File: src/rtl/fcct_pkg.sv
// ----------------------------------------------------------------------------
// fcct_pkg: shared types and codes of the cluster chain table
// Request kinds, status codes, configuration indexes and the result record
// that the sequencer hands to the output stage.
// ----------------------------------------------------------------------------
`default_nettype none

package fcct_pkg;

  // Field widths of the item and of the configuration registers
  localparam int CLU_W = 12;
  localparam int VAL_W = 28;
  localparam int SEC_W = 25;
  localparam int TE_W  = 13;
  localparam int SS_W  = 12;
  localparam int DS_W  = 24;

  // Configuration register indexes
  localparam logic [1:0] CFG_TABLE_ENTRIES = 2'd0;
  localparam logic [1:0] CFG_SEARCH_START  = 2'd1;
  localparam logic [1:0] CFG_SECTOR_BASE   = 2'd2;

  typedef enum logic [1:0] {
    REQ_CREATE = 2'd0,
    REQ_REMOVE = 2'd1,
    REQ_PUT    = 2'd2,
    REQ_GET    = 2'd3
  } req_t;

  typedef enum logic [1:0] {
    ST_OK     = 2'd0,
    ST_FULL   = 2'd1,
    ST_BROKEN = 2'd2
  } status_t;

  typedef struct packed {
    logic [TE_W-1:0] table_entries;
    logic [SS_W-1:0] search_start;
    logic [DS_W-1:0] sector_base;
  } cfg_t;

  typedef struct packed {
    status_t          status;
    logic [SEC_W-1:0] sector;
    logic [VAL_W-1:0] read_value;
    logic [CLU_W-1:0] result_cluster;
  } res_t;

endpackage

`default_nettype wire

File: src/rtl/fcct_engine.sv
// ----------------------------------------------------------------------------
// fcct_engine: request sequencer of the cluster chain table
// Clears the table after reset, then runs the free search, splice, chain
// walk, put and get through the table's write and read ports, one entry per step.
// ----------------------------------------------------------------------------
`default_nettype none

module fcct_engine #(
  parameter int TABLE_DEPTH = 4096,
  parameter int ENTRY_BITS  = 28
) (
  input  wire logic                               clk,
  input  wire logic                               rst_n,
  input  wire fcct_pkg::cfg_t                     cfg,
  input  wire logic                               start,
  input  wire fcct_pkg::req_t                     req,
  input  wire logic [fcct_pkg::CLU_W-1:0]         clu,
  input  wire logic [fcct_pkg::CLU_W-1:0]         prev,
  input  wire logic [fcct_pkg::VAL_W-1:0]         val,
  output logic                                    idle,
  output logic                                    done,
  output fcct_pkg::res_t                          res,
  input  wire logic                               res_ack,
  output logic                                    ram_we,
  output logic [$clog2(TABLE_DEPTH)-1:0]          ram_waddr,
  output logic [ENTRY_BITS-1:0]                   ram_wdata,
  output logic                                    ram_re,
  output logic [$clog2(TABLE_DEPTH)-1:0]          ram_raddr,
  input  wire logic [ENTRY_BITS-1:0]              ram_rdata
);

  localparam int IW = $clog2(TABLE_DEPTH);
  localparam int CW = (IW + 1 > fcct_pkg::TE_W) ? IW + 1 : fcct_pkg::TE_W;
  localparam logic [32:0]           DEPTH_L = 33'(TABLE_DEPTH);
  localparam logic [IW-1:0]         LAST_IX = IW'(TABLE_DEPTH - 1);
  localparam logic [ENTRY_BITS-1:0] END_MARK = {ENTRY_BITS{1'b1}};

  typedef enum logic [3:0] {
    S_CLEAR, S_IDLE, S_SRCH_RD, S_SRCH_CHK, S_CR_RD, S_CR_LINK, S_CR_TAIL,
    S_RM_PREV, S_RM_RD, S_RM_CHK, S_PUT_WR, S_GET_RD, S_GET_WAIT, S_DONE
  } state_t;

  state_t                      state_r;
  logic [IW-1:0]               clr_r;
  logic [fcct_pkg::CLU_W-1:0]  clu_r;
  logic [fcct_pkg::CLU_W-1:0]  prev_r;
  logic [fcct_pkg::VAL_W-1:0]  val_r;
  logic [CW-1:0]               idx_r;
  logic [CW-1:0]               steps_r;
  logic [ENTRY_BITS-1:0]       cur_r;
  logic [ENTRY_BITS-1:0]       old_r;
  fcct_pkg::res_t              res_r;

  logic [CW-1:0]               len;
  logic                        clu_ok;
  logic                        prev_ok;
  logic                        walk_ok;
  logic                        srch_end;
  logic [fcct_pkg::SEC_W-1:0]  sec_clu;
  logic [fcct_pkg::SEC_W-1:0]  sec_idx;

  // Effective table length and range checks
  assign len      = (33'(cfg.table_entries) > DEPTH_L) ? CW'(TABLE_DEPTH)
                                                       : CW'(cfg.table_entries);
  assign clu_ok   = 33'(clu_r) < DEPTH_L;
  assign prev_ok  = (prev_r != '0) && (33'(prev_r) < DEPTH_L);
  assign walk_ok  = (steps_r < len) && (33'(cur_r) < DEPTH_L);
  assign srch_end = idx_r >= len;
  assign sec_clu  = fcct_pkg::SEC_W'(cfg.sector_base) + fcct_pkg::SEC_W'(clu_r);
  assign sec_idx  = fcct_pkg::SEC_W'(cfg.sector_base) + fcct_pkg::SEC_W'(idx_r);

  assign idle = state_r == S_IDLE;
  assign done = state_r == S_DONE;
  assign res  = res_r;

  // Drive the table port for the current step
  always_comb begin
    ram_we    = 1'b0;
    ram_waddr = idx_r[IW-1:0];
    ram_wdata = '0;
    ram_re    = 1'b0;
    ram_raddr = idx_r[IW-1:0];
    unique case (state_r)
      S_CLEAR: begin
        ram_we    = 1'b1;
        ram_waddr = clr_r;
      end
      S_SRCH_RD: begin
        ram_re = !srch_end;
      end
      S_CR_RD: begin
        ram_re    = clu_ok;
        ram_raddr = IW'(clu_r);
      end
      S_CR_LINK: begin
        ram_we    = clu_ok;
        ram_waddr = IW'(clu_r);
        ram_wdata = ENTRY_BITS'(idx_r);
      end
      S_CR_TAIL: begin
        ram_we    = 1'b1;
        ram_wdata = (old_r == '0) ? END_MARK : old_r;
      end
      S_RM_PREV: begin
        ram_we    = prev_ok;
        ram_waddr = IW'(prev_r);
        ram_wdata = END_MARK;
      end
      S_RM_RD: begin
        ram_re    = walk_ok;
        ram_raddr = IW'(cur_r);
      end
      S_RM_CHK: begin
        ram_we    = ram_rdata != '0;
        ram_waddr = IW'(cur_r);
      end
      S_PUT_WR: begin
        ram_we    = clu_ok;
        ram_waddr = IW'(clu_r);
        ram_wdata = ENTRY_BITS'(val_r);
      end
      S_GET_RD: begin
        ram_re    = clu_ok;
        ram_raddr = IW'(clu_r);
      end
      default: begin
      end
    endcase
  end

  // Sequencer state and result record
  always_ff @(posedge clk) begin
    if (!rst_n) begin
      state_r <= S_CLEAR;
      clr_r   <= '0;
    end else begin
      unique case (state_r)
        // Sweep zeros through the table, one entry a cycle
        S_CLEAR: begin
          clr_r <= clr_r + IW'(1);
          if (clr_r == LAST_IX) begin
            state_r <= S_IDLE;
          end
        end
        // Latch the item and dispatch on its kind
        S_IDLE: begin
          if (start) begin
            clu_r   <= clu;
            prev_r  <= prev;
            val_r   <= val;
            idx_r   <= (cfg.search_start == '0) ? CW'(1) : CW'(cfg.search_start);
            steps_r <= '0;
            cur_r   <= ENTRY_BITS'(clu);
            old_r   <= '0;
            unique case (req)
              fcct_pkg::REQ_CREATE: state_r <= S_SRCH_RD;
              fcct_pkg::REQ_REMOVE: state_r <= S_RM_PREV;
              fcct_pkg::REQ_PUT:    state_r <= S_PUT_WR;
              fcct_pkg::REQ_GET:    state_r <= S_GET_RD;
              default:              state_r <= S_IDLE;
            endcase
          end
        end
        // Free search: stop at the length, else read the next entry
        S_SRCH_RD: begin
          if (srch_end) begin
            res_r.result_cluster <= '0;
            res_r.read_value     <= '0;
            res_r.sector         <= fcct_pkg::SEC_W'(cfg.sector_base);
            res_r.status         <= fcct_pkg::ST_FULL;
            state_r              <= S_DONE;
          end else begin
            state_r <= S_SRCH_CHK;
          end
        end
        S_SRCH_CHK: begin
          if (ram_rdata == '0) begin
            res_r.result_cluster <= fcct_pkg::CLU_W'(idx_r);
            res_r.read_value     <= '0;
            res_r.sector         <= sec_idx;
            res_r.status         <= fcct_pkg::ST_OK;
            state_r              <= (clu_r == '0) ? S_CR_TAIL : S_CR_RD;
          end else begin
            idx_r   <= idx_r + CW'(1);
            state_r <= S_SRCH_RD;
          end
        end
        // Splice: fetch the old link, point the cluster at the new entry, then write the new entry's link
        S_CR_RD: begin
          state_r <= S_CR_LINK;
        end
        S_CR_LINK: begin
          old_r   <= clu_ok ? ram_rdata : '0;
          state_r <= S_CR_TAIL;
        end
        S_CR_TAIL: begin
          state_r <= S_DONE;
        end
        // Remove: end the previous cluster, then walk and free the chain
        S_RM_PREV: begin
          res_r.result_cluster <= '0;
          res_r.read_value     <= '0;
          res_r.sector         <= sec_clu;
          res_r.status         <= fcct_pkg::ST_BROKEN;
          state_r              <= S_RM_RD;
        end
        S_RM_RD: begin
          state_r <= walk_ok ? S_RM_CHK : S_DONE;
        end
        S_RM_CHK: begin
          if (ram_rdata == '0) begin
            state_r <= S_DONE;
          end else if (ram_rdata == END_MARK) begin
            res_r.status <= fcct_pkg::ST_OK;
            state_r      <= S_DONE;
          end else begin
            cur_r   <= ram_rdata;
            steps_r <= steps_r + CW'(1);
            state_r <= S_RM_RD;
          end
        end
        // Put: single write
        S_PUT_WR: begin
          res_r.result_cluster <= '0;
          res_r.read_value     <= '0;
          res_r.sector         <= sec_clu;
          res_r.status         <= fcct_pkg::ST_OK;
          state_r              <= S_DONE;
        end
        // Get: single read, zero when out of range
        S_GET_RD: begin
          state_r <= S_GET_WAIT;
        end
        S_GET_WAIT: begin
          res_r.result_cluster <= '0;
          res_r.read_value     <= clu_ok ? fcct_pkg::VAL_W'(ram_rdata) : '0;
          res_r.sector         <= sec_clu;
          res_r.status         <= fcct_pkg::ST_OK;
          state_r              <= S_DONE;
        end
        // Hold the result until the output stage takes it
        S_DONE: begin
          if (res_ack) begin
            state_r <= S_IDLE;
          end
        end
        default: begin
          state_r <= S_IDLE;
        end
      endcase
    end
  end

endmodule

`default_nettype wire

File: config.mk
export PLATFORM = sky130hd
export DESIGN_NAME = fcct_engine
export DESIGN_NICKNAME = d
export VERILOG_FILES = /design/src/rtl/fcct_pkg.sv /design/src/rtl/fcct_engine.sv
export SDC_FILE = /design/constraint.sdc
export NUM_CORES = 1
export LEC_CHECK = 0
export ABC_AREA = 1
export BUFFER_PORTS_ARGS = -buffer_cell sky130_fd_sc_hd__buf_2
export CAP_MARGIN = 20
export CELL_PAD_IN_SITES_DETAIL_PLACEMENT = 1
export CELL_PAD_IN_SITES_GLOBAL_PLACEMENT = 1
export CORE_MARGIN = 4
export CORE_UTILIZATION = 42
export CTS_CLUSTER_SIZE = 24
export DETAILED_ROUTE_END_ITERATION = 8
export GPL_TIMING_DRIVEN = 0
export PLACE_DENSITY = 0.89
export SYNTH_ARGS = -nofsm -noshare
export SYNTH_HDL_FRONTEND = slang
export SYNTH_SLANG_ARGS = --single-unit
File: constraint.sdc
create_clock -name clk -period 21.1 [get_ports clk]
set_input_delay 4.22 -clock clk [delete_from_list [all_inputs] [get_ports clk]]
set_output_delay 4.22 -clock clk [all_outputs]
set_load 0.005 [all_outputs]
==> out/results.tsv, run 1 <==
stage	metric	value	unit
setup_path	ff2ff_setup_slack	17.20	ns
floorplan	rows	62	
finish	fill_cells	3477	
clock_tree	ctsHoldBuffers	0	
setup_path	crit_family	simple AND/OR/NAND/NOR gates	
grt	gr-total-overflow	0	
grt	antenna_found_initial	2	
synthesis	synth.net_count	1582	
worst_hold_path	hp-start	clr_r[11]	
setup_path	cp_common_cell	nand2_1	
finish	final_util	52.53	%
floorplan	start_util	42.91	%
clock_tree	post-cts-setup-buffer-count	0	
power	leakage	6.733	nW
detailed_routing	drt-total-wl	49420	um
detailed_routing	antenna_left	0	
sta	clock_skew	0.01517	ns
setup_path	cp_slowest_cell	ha_1	
finish	mostFrequentLayoutCells	buf_2, nand2_1, edfxtp_1, nor2_1, inv_1	
setup_path	max_stage_delay	0.34	ns
place	numPortBuffers	256	
setup_path	arrival	6.87	ns
grt	grt_pass1_wl	73770	um
synthesis	synthCells	1392	
clock_tree	cts_buffers	27	
sta	fin_crit	11.09	ns
sta	min_period_over_period	52.55	%
sta	finalHoldViolations	0	
power	netSwitchingFraction	23.43	%
sta	max_freq	90.18	MHz
synthesis	syn-mean-instance-area	8.919	um2
power	p_per_area	64.28	mW/mm2
worst_hold_path	worstHoldPathType	flop to flop	
sta	slew-limit-headroom	33.64	%
setup_path	worst_setup_path_start_kind	input port	
power	power.total	0.9771	mW
worst_hold_path	hold_path_end	clr_r[11]	
clock_tree	worstSkewPairLatency	0.55	ns
finish	multi_input_area	0.005213	mm2
sta	tns	0	ns
clock_tree	cts_sinks	217	
worst_hold_path	min_path_cells	2	
sta	tightest_slew	0.9932	ns
floorplan	die_h	179.9	um
synthesis	synth_edf_count	201	
clock_tree	clockBufferDepth	3	
clock_tree	cts.clk_slew.worst_paths	0.06	ns
setup_path	r2r-start	idx_r[0]	
finish	fin_nets	1881	
clock_tree	cts_tree	built	
clock_tree	cts_htree_levels	1	
synthesis	ys_ff_latch	217	
synthesis	synth_area	0.01242	mm2
clock_tree	cts_root_buf	clkbuf_16	
synthesis	yosys.cell_types.count	57	
setup_path	required	16.88	ns
sta	rsz0062_at_grt	false	
sta	setup_viol	0	
setup_path	cp-end-kind	primary output	
floorplan	fp.dieArea	0.03238	mm2
finish	final_cell_area	0.01520	mm2
detailed_routing	wl_per_cell	23.59	um
finish	seq_area	0.006356	mm2
floorplan	fp.coreArea	0.02894	mm2
setup_path	r2r.worst_path.cells	12	
power	ir_drop	0.05084	mV
power	switching_power	0.2289	mW
grt	grt_pass1_vias	12950	
finish	drive_above_1_share	21.33	%
synthesis	ys_warn_count	0	
place	place_congestion	0.9362	
place	placed_cell_area	0.01437	mm2
sta	drv_slew	0	
place	dp_slack	10.08	ns
power	comb_power_share	6.5	%
finish	area_growth	22.43	%
finish	layout_commonest_cell	buf_2	
detailed_routing	drc	0	
grt	grt_usage	29.07	%
setup_path	cp_max_fo	10	
floorplan	io_pins	258	
setup_path	r2r_end	res[64]	
finish	antenna_cells	0	
setup_path	cp.buffers_inverters	3	
clock_tree	cts_resized	0	
detailed_routing	via_per_inst	5.788	
grt	grt_start_max_net_pins	29	
synthesis	ys_seq_area_share	51.19	%
place	dp_hpwl	38380	um
power	p_int	0.7482	mW
detailed_routing	first_pass_iters	5	
setup_path	worstSetupPathType	input port to primary output	
power	p_clk_share	45.7	%
detailed_routing	drt_first_iter_violations	1074	
detailed_routing	vias	12130	
setup_path	path_cells	buf_2 -> nor2_1 -> nand2_1 -> nor2_1 -> nand2_1 -> nand2_1 -> nand2_1 -> ha_1 -> a21oi_1 -> o21ai_0 -> o21ai_0 -> nand3_1 -> nor2_1 -> inv_1 -> o211ai_1 -> buf_2	
synthesis	synth_ff_type	edfxtp_1	
power	seq_power_share	47.8	%
floorplan	dieWidth	179.9	um
synthesis	synthArstFlopShare	0	%
sta	final_critical_path_setup_slack	10.01	ns
run_status	outcome	completed	
run	drv_cap	0	
-- stage by stage --
step                      hold WS [ns]  std cells
after detailed placement        0.4860       2046
after floorplan                 0.4488       1392
after global placement          0.4771       2032
final                           0.5058       2095
after global routing            0.5108       2095
after CTS                       0.5000       2095
-- final cells by class --
class / count / share of cell area (%)
clock inverters: 14 / 0.7984
clock buffers: 35 / 4.642
flip-flops and latches: 217 / 41.81
multi-input cells: 950 / 34.29
repair buffers: 270 / 9.507
inverters: 181 / 4.502
plain buffers: 44 / 1.284
well taps: 384 / 3.161
-- per-layer routing --
metal	routed length, um	part of all wire, %	GRT usage [%]
met1	18140	37	33.53
met2	24300	49	50.80
met3	4303	8.7	6.831
met4	2653	5.4	14.23
met5	21	0.042	0
-- state kept, by name, summed over array words and instances, names as in the netlist --
signal   count
clu_r       12
res         67
val_r       28
idx_r       13
prev_r      12
clr_r       12
state_r      4
steps_r     13
old_r       28
cur_r       28
-- worst max-delay path by stage --
stage,from,endpoint,cells after the start
after floorplan,cfg[42],res[0],13
after global placement,cfg[42],res[55],14
after detailed placement,cfg[42],ram_re,16
after CTS,cfg[42],ram_re,16
after global routing,cfg[42],ram_re,16
final,cfg[42],ram_re,16
-- worst register-to-register path, cell delays in order (launching register included) --
cell	delay, ns
edfxtp_1	0.59
inv_1	0.22
ha_1	0.33
nand4_1	0.10
nor2_1	0.17
nand3b_1	0.12
nand3_1	0.24
nor2_1	0.14
a2111oi_2	0.70
buf_4	0.32
buf_4	0.20
buf_2	0.22
buf_2	0.24
-- cells by family after synthesis --
logic type                 after synthesis  share of synthesized area (%)
AOI/OAI and AO/OA                      285                          14.03
adders and majority gates               55                          5.664
xor gates and xnor gates                10                         0.7054
buffers and inverters                  225                          7.085
DFF                                    217                          51.19
and+or+nand+nor                        600                          21.32
-- cell usage after synthesis, types with 3 or more instances --
library cell	count	area [um2]
dfxtp_1	16	320.3
o2111ai_1	14	122.6
a211o_1	15	131.4
o211ai_1	11	82.58
nor2_1	184	690.7
edfxtp_1	201	6036
nor4_1	12	75.07
nand3_1	55	275.3
o21ai_2	3	26.28
o21ai_0	80	400.4
o221ai_1	4	35.03
nor2_4	4	45.04
nand2_2	5	31.28
o22ai_1	11	68.82
a21o_1	3	22.52
inv_2	9	33.78
buf_2	14	70.07
or2_2	4	25.02
nor3b_1	4	30.03
nor3_1	23	115.1
xor2_1	4	35.03
clkbuf_1	21	78.83
buf_1	5	18.77
xnor2_1	6	52.55
inv_1	170	638.1
a22oi_1	14	105.1
a211oi_1	5	37.54
nand2_1	257	964.7
a221oi_1	10	87.58
nor2_2	5	31.28
nand4_1	33	206.5
nand3b_1	4	30.03
a21oi_1	95	475.5
ha_1	53	663.1
o21ai_1	5	25.02
o31ai_1	3	22.52
buf_4	3	22.52
-- power by group through the flow --
stage	combinational, mW	sequential, mW	clock [mW]
2_1_floorplan	0.0299	0.476	0
3_3_place_gp	0.0587	0.476	0
3_5_place_dp	0.0620	0.476	0
4_1_cts	0.0627	0.467	0.448
5_1_grt	0.0697	0.467	0.469
6_report	0.0638	0.467	0.446
Note: power is estimated with default switching activity, not from simulation.
==> run 2: changes to the inputs <==
Settings changed: ABC_AREA 1 to 0, CORE_UTILIZATION 42 to 43.
Clock period 21.1 ns to 10.7 ns, I/O delays scaled along.
==> run 2 against run 1 <==
  * Cell count shrank 12%
  * Area after synthesis shrank 3.0%
  * Utilization is 1.5 points higher
  * Via count fell by 8.3%
  * Worst setup slack got worse by 6.3 ns
  * Global-route usage fell by 0.35 points
  * Critical endpoint unchanged
==> out/results.tsv, run 2 <==
stage	metric	value	unit
sta	setup_viol	0	
setup_path	max_stage_delay	0.42	ns
synthesis	synth_most_common_cell	edfxtp_1	
power	leakage	5.984	nW
finish	fin_nets	1642	
power	ir_drop	0.1433	mV
floorplan	dieWidth	175.3	um
finish	largest_register_ffs	67	
grt	grt_start_max_net_pins	42	
detailed_routing	antenna_left	0	
clock_tree	cts_tree	built	
finish	drive_above_1_share	22.23	%
detailed_routing	drc	0	
finish	area_growth	22.21	%
setup_path	startpoint	cfg[48]	
clock_tree	ctsHoldBuffers	0	
finish	stdcell_count	1843	
clock_tree	cts_root_buf	clkbuf_16	
place	dp.cells	1797	
synthesis	synthCells	1162	
synthesis	synthArstFlopShare	0	%
floorplan	die_h	175.3	um
worst_hold_path	hp-start	clr_r[5]	
synthesis	synth_top_area_share	50.14	%
sta	rsz0062_at_grt	false	
worst_hold_path	worstHoldPathType	flop to flop	
synthesis	netlist_top_cells_area	edfxtp_1, nand2_1, ha_1	
clock_tree	cts_buffers	25	
grt	grt_usage	28.72	%
setup_path	worstSetupPathType	input port to primary output	
detailed_routing	drt_first_iter_violations	899	
synthesis	synth_ff_type	edfxtp_1	
synthesis	synthTopCellsByCount	edfxtp_1, nand2_1, nor2_1	
detailed_routing	vias	11130	
setup_path	worst_setup_path_start_kind	input port	
clock_tree	clockBufferDepth	3	
floorplan	io_pins	258	
grt	antenna_found_initial	3	
synthesis	syn-mean-instance-area	10.36	um2
synthesis	synth_area	0.01204	mm2
clock_tree	cts_sinks	217	
grt	grt_pass1_vias	11890	
floorplan	fp.coreArea	0.02725	mm2
sta	fin_crit	7.017	ns
grt	gr-total-overflow	0	
finish	antenna_cells	0	
synthesis	ys_seq_area_share	52.80	%
setup_path	required	8.56	ns
grt	grt_pass1_wl	68670	um
synthesis	yosys.cell_types.count	69	
synthesis	synth_edf_count	201	
clock_tree	cts_resized	0	
finish	layout_commonest_cell	buf_2	
synthesis	synth_area_leader_cell	edfxtp_1	
clock_tree	worstSkewPairLatency	0.55	ns
setup_path	cp-end-kind	primary output	
sta	min_period_over_period	65.58	%
sta	finalHoldViolations	0	
sta	max_freq	142.5	MHz
detailed_routing	via_per_inst	6.036	
setup_path	cp_max_fo	11	
sta	tns	0	ns
sta	whs	0.5429	ns
detailed_routing	first_pass_iters	7	
clock_tree	cts.clk_slew.worst_paths	0.06	ns
synthesis	ys_ff_latch	217	
place	dp_hpwl	34830	um
floorplan	start_util	44.18	%
synthesis	synth.net_count	1352	
detailed_routing	drt-total-wl	45530	um
sta	clock_skew	0.01191	ns
clock_tree	cts_htree_levels	1	
synthesis	ys_warn_count	0	
sta	slew-limit-headroom	19.50	%
floorplan	rows	60	
finish	mostFrequentLayoutCells	buf_2, edfxtp_1, nand2_1, nor2_1	
sta	drv_slew	0	
run	drv_cap	0	
place	place_congestion	0.9291	
sta	tightest_slew	1.198	ns
detailed_routing	wl_per_cell	24.71	um
setup_path	cp_slowest_cell	clkbuf_1	
setup_path	r2r-start	idx_r[0]	
place	numPortBuffers	255	
power	p_per_area	129.1	mW/mm2
setup_path	path_cells	buf_2 -> inv_1 -> clkbuf_1 -> nand2_1 -> ha_1 -> and3_1 -> a221o_1 -> a21oi_1 -> o21ai_0 -> a41o_1 -> o21ai_0 -> buf_2	
run_status	outcome	completed	
setup_path	arrival	4.88	ns
floorplan	fp.dieArea	0.03074	mm2
clock_tree	post-cts-setup-buffer-count	0	
run 2: changes by cell type after synthesis, moves of 22 or more:
cell and delta:
xor2_1 +28, clkbuf_1 +22, and2_1 +73, inv_1 -158, nor2_1 -99, nand2_1 -75
a21oi_1 -36
run 2: area by class of cell:
class                      count  area [um2]
tap                          372       465.4
timing repair buffer         263        1383
fill                        3073       12540
sequential                   217        6356
clock buffer                  31       648.1
inverter                      13       48.80
clock inverter                15       160.2
buffer                        60       260.3
multi-input combinational    872        5391
run 2: path summary, 6_finish.rpt:
check / to / slack, ns / cells after the start
worst max register to register: res[56] / 7.08 / 11
worst max-delay path: ram_re / 3.68 / 12
worst min register to register: clr_r[5] / 0.54 / 2
worst min-delay path: clr_r[5] / 0.54 / 2
run 2: cell families after synthesis:
family | share of synthesized area (%)
AOI/OAI and AO/OA | 14.52
xor gates and xnor gates | 4.074
adders and majority gates | 5.841
buffers and inverters | 2.567
DFF | 52.80
muxes | 0.08315
and+or+nand+nor | 20.12
run 2: report_power, final:
part	leakage (nW)	total [mW]	internal, mW	switching, mW
Combinational	3.55	0.116	0.0466	0.0695
Clock	0.393	0.861	0.504	0.358
Sequential	2.04	0.922	0.920	0.00167
Total	5.98	1.90	1.47	0.429
run 2: layer usage:
layer,GRT usage [%],wire (um)
met1,33.49,16700
met2,50.43,22520
met3,6.565,3921
met4,13.09,2353
met5,0,37
run 2: worst max-delay path, delay by kind of cell:
family / cells / cell delay, ns
AO/OA/AOI/OAI: 5 / 1.21
adder cells (fa/ha/maj): 1 / 0.34
buffers and inverters: 4 / 0.80
AND/OR/NAND/NOR: 2 / 0.39
run 2: through the flow:
stage / utilization (%) / worst slack [ns] / total power [mW] / area, um2
4_1_cts: 53.99 / 3.708 / 1.905 / 14710
5_1_grt: 53.99 / 3.537 / 1.953 / 14710
6_report: 53.99 / 3.683 / 1.899 / 14710
2_1_floorplan: - / 1.924 / 0.9921 / 12040
3_3_place_gp: 50.57 / -0.7847 / 1.046 / 13780
3_5_place_dp: 51.02 / 3.717 / 1.053 / 13900
==> run 3: changes to the inputs <==
Settings changed: ABC_AREA 0 to 1, CORE_UTILIZATION 43 to 38, PLACE_DENSITY 0.89 to 0.86.
Clock period 10.7 ns to 5.7 ns, I/O delays scaled along.
==> run 3 against run 2 <==
  * Critical path depth rose by 3
  * Sequential power rose by 88%
  * Die area rose by 16%
  * Register-to-register slack got worse by 4.8 ns
  * Worst hold slack got worse by 0.038 ns
  * Global-route usage fell by 2.1 points
  * Total power rose by 97%
  * Combinational power rose by 100%
  * Utilization fell by 6.0 points
  * Critical endpoint unchanged
  * Largest cell class unchanged
  * Highest routed layer unchanged
==> out/results.tsv, run 3 (synthesis results as in run 1) <==
stage	metric	value	unit
setup_path	max_stage_delay	0.37	ns
sta	drv_slew	0	
worst_hold_path	worstHoldPathType	flop to flop	
power	leakage	6.742	nW
power	p_per_area	244.4	mW/mm2
clock_tree	clockBufferDepth	3	
place	numPortBuffers	256	
setup_path	r2r.worst_path.cells	10	
setup_path	cp_max_fo	10	
setup_path	cp-end-kind	primary output	
setup_path	r2r-start	idx_r[3]	
detailed_routing	vias	12050	
grt	met2_usage	47.14	%
grt	grt_pass1_wl	73390	um
grt	antenna_found_initial	5	
setup_path	required	4.56	ns
power	p_clk_share	47.5	%
run	drv_cap	0	
run_status	outcome	completed	
floorplan	rows	65	
detailed_routing	drt_first_iter_violations	969	
grt	gr-total-overflow	0	
finish	drive_above_1_share	21.48	%
floorplan	dieWidth	188.8	um
power	comb_power_share	6.3	%
finish	layout_commonest_cell	buf_2	
sta	tightest_slew	0.8587	ns
detailed_routing	drc	0	
power	switching_power	0.8482	mW
floorplan	fp.dieArea	0.03563	mm2
clock_tree	cts_sinks	217	
setup_path	path_cells	buf_2 -> nor2_1 -> and2_0 -> nand2_1 -> nand2_1 -> nand2_1 -> ha_1 -> a21oi_1 -> o21ai_0 -> a21oi_1 -> nand3_1 -> nor2_1 -> inv_1 -> o211ai_1 -> buf_2	
clock_tree	cts_root_buf	clkbuf_16	
grt	use_met3	5.354	%
floorplan	die_h	188.8	um
detailed_routing	antenna_left	0	
setup_path	r2r_end	res[49]	
sta	clock_skew	0.02029	ns
clock_tree	post-cts-setup-buffer-count	0	
finish	fill_cells	3827	
grt	grt_use_met1	31.60	%
power	seq_power_share	46.2	%
sta	max_freq	204.0	MHz
worst_hold_path	hold_path_end	clr_r[10]	
clock_tree	ctsHoldBuffers	0	
setup_path	cp_slowest_cell	ha_1	
detailed_routing	via_per_inst	5.631	
worst_hold_path	hp-start	clr_r[9]	
finish	final_cell_area	0.01531	mm2
setup_path	ff2ff_setup_slack	2.27	ns
power	ir_drop	0.3368	mV
sta	setup_viol	0	
sta	finalHoldViolations	0	
sta	fin_crit	4.903	ns
sta	min_period_over_period	86.01	%
clock_tree	cts_htree_levels	1	
clock_tree	worstSkewPairLatency	0.55	ns
setup_path	worst_setup_path_start_kind	input port	
place	placed_cell_area	0.01442	mm2
setup_path	worstSetupPathType	input port to primary output	
grt	grt_pass1_vias	12590	
place	dp_hpwl	38780	um
place	dp_slack	0.8356	ns
finish	final_util	48.02	%
power	power.total	3.741	mW
power	netSwitchingFraction	22.67	%
clock_tree	cts_resized	0	
clock_tree	cts_tree	built	
finish	mostFrequentLayoutCells	buf_2, nand2_1, edfxtp_1, nor2_1, inv_1	
detailed_routing	drt-total-wl	49250	um
place	place_congestion	0.9113	
detailed_routing	wl_per_cell	23.03	um
grt	gr-max-usage-layer	met2	
worst_hold_path	min_path_cells	2	
grt	grt_usage	26.65	%
power	p_int	2.893	mW
finish	antenna_cells	0	
clock_tree	cts.clk_slew.worst_paths	0.06	ns
sta	rsz0062_at_grt	false	
sta	final_critical_path_setup_slack	0.7974	ns
floorplan	fp.coreArea	0.03188	mm2
detailed_routing	first_pass_iters	5	
floorplan	start_util	38.94	%
sta	tns	0	ns
finish	fin_nets	1875	
grt	grt_start_max_net_pins	34	
clock_tree	cts_buffers	25	
finish	largest_register_ffs	67	
sta	slew-limit-headroom	42.75	%
setup_path	cp_common_cell	nand2_1	
finish	area_growth	23.31	%
floorplan	io_pins	258	
setup_path	arrival	3.76	ns
-- run 3: worst max-delay path by stage --
stage	startpoint	end	slack [ns]	cells past startpoint
3_3_place_gp	cfg[42]	res[49]	-1.28	14
3_5_place_dp	cfg[47]	ram_re	0.84	15
5_1_grt	cfg[36]	ram_re	0.51	16
6_report	cfg[47]	ram_re	0.80	15
4_1_cts	cfg[47]	ram_re	0.82	15
2_1_floorplan	cfg[42]	res[0]	0.55	13
-- run 3: critical path: cells and delay by family --
| family | cells | cell delay [ns] |
|---|---|---|
| buf+inv | 3 | 0.43 |
| fa+ha+maj | 1 | 0.37 |
| simple gates | 7 | 1.23 |
| compound gates | 4 | 0.57 |
-- run 3: stage by stage --
| step | std cells | hold WS, ns |
|---|---|---|
| CTS | 2139 | 0.5140 |
| detailed placement | 2093 | 0.5050 |
| global placement | 2083 | 0.4843 |
| finish | 2139 | 0.5051 |
| global route | 2139 | 0.5412 |
| floorplan | 1392 | 0.4488 |
-- run 3: power groups by stage --
stage	combinational [mW]	sequential (mW)	clock (mW)
after floorplan	0.111	1.76	0
after global placement	0.218	1.76	0
after detailed placement	0.229	1.76	0
after CTS	0.231	1.73	1.80
after global routing	0.257	1.73	1.86
final	0.234	1.73	1.78
-- run 3: layer usage --
layer,up-vias,share of wire [%]
met4,10,4.9
met1,5871,38
met5,-,0.13
met3,141,7.8
li1,5451,-
met2,572,49
-- run 3: area by class of cell --
cell class              count  area (um2)  share of cell area, %
well taps                 435       544.3                  3.555
clock buffers              29       640.6                  4.184
repair buffers            266        1419                  9.268
flip-flops and latches    217        6356                  41.52
multi-input cells         950        5218                  34.08
clock inverters            17       252.7                  1.651
plain buffers              44       195.2                  1.275
inverters                 181       684.4                  4.470
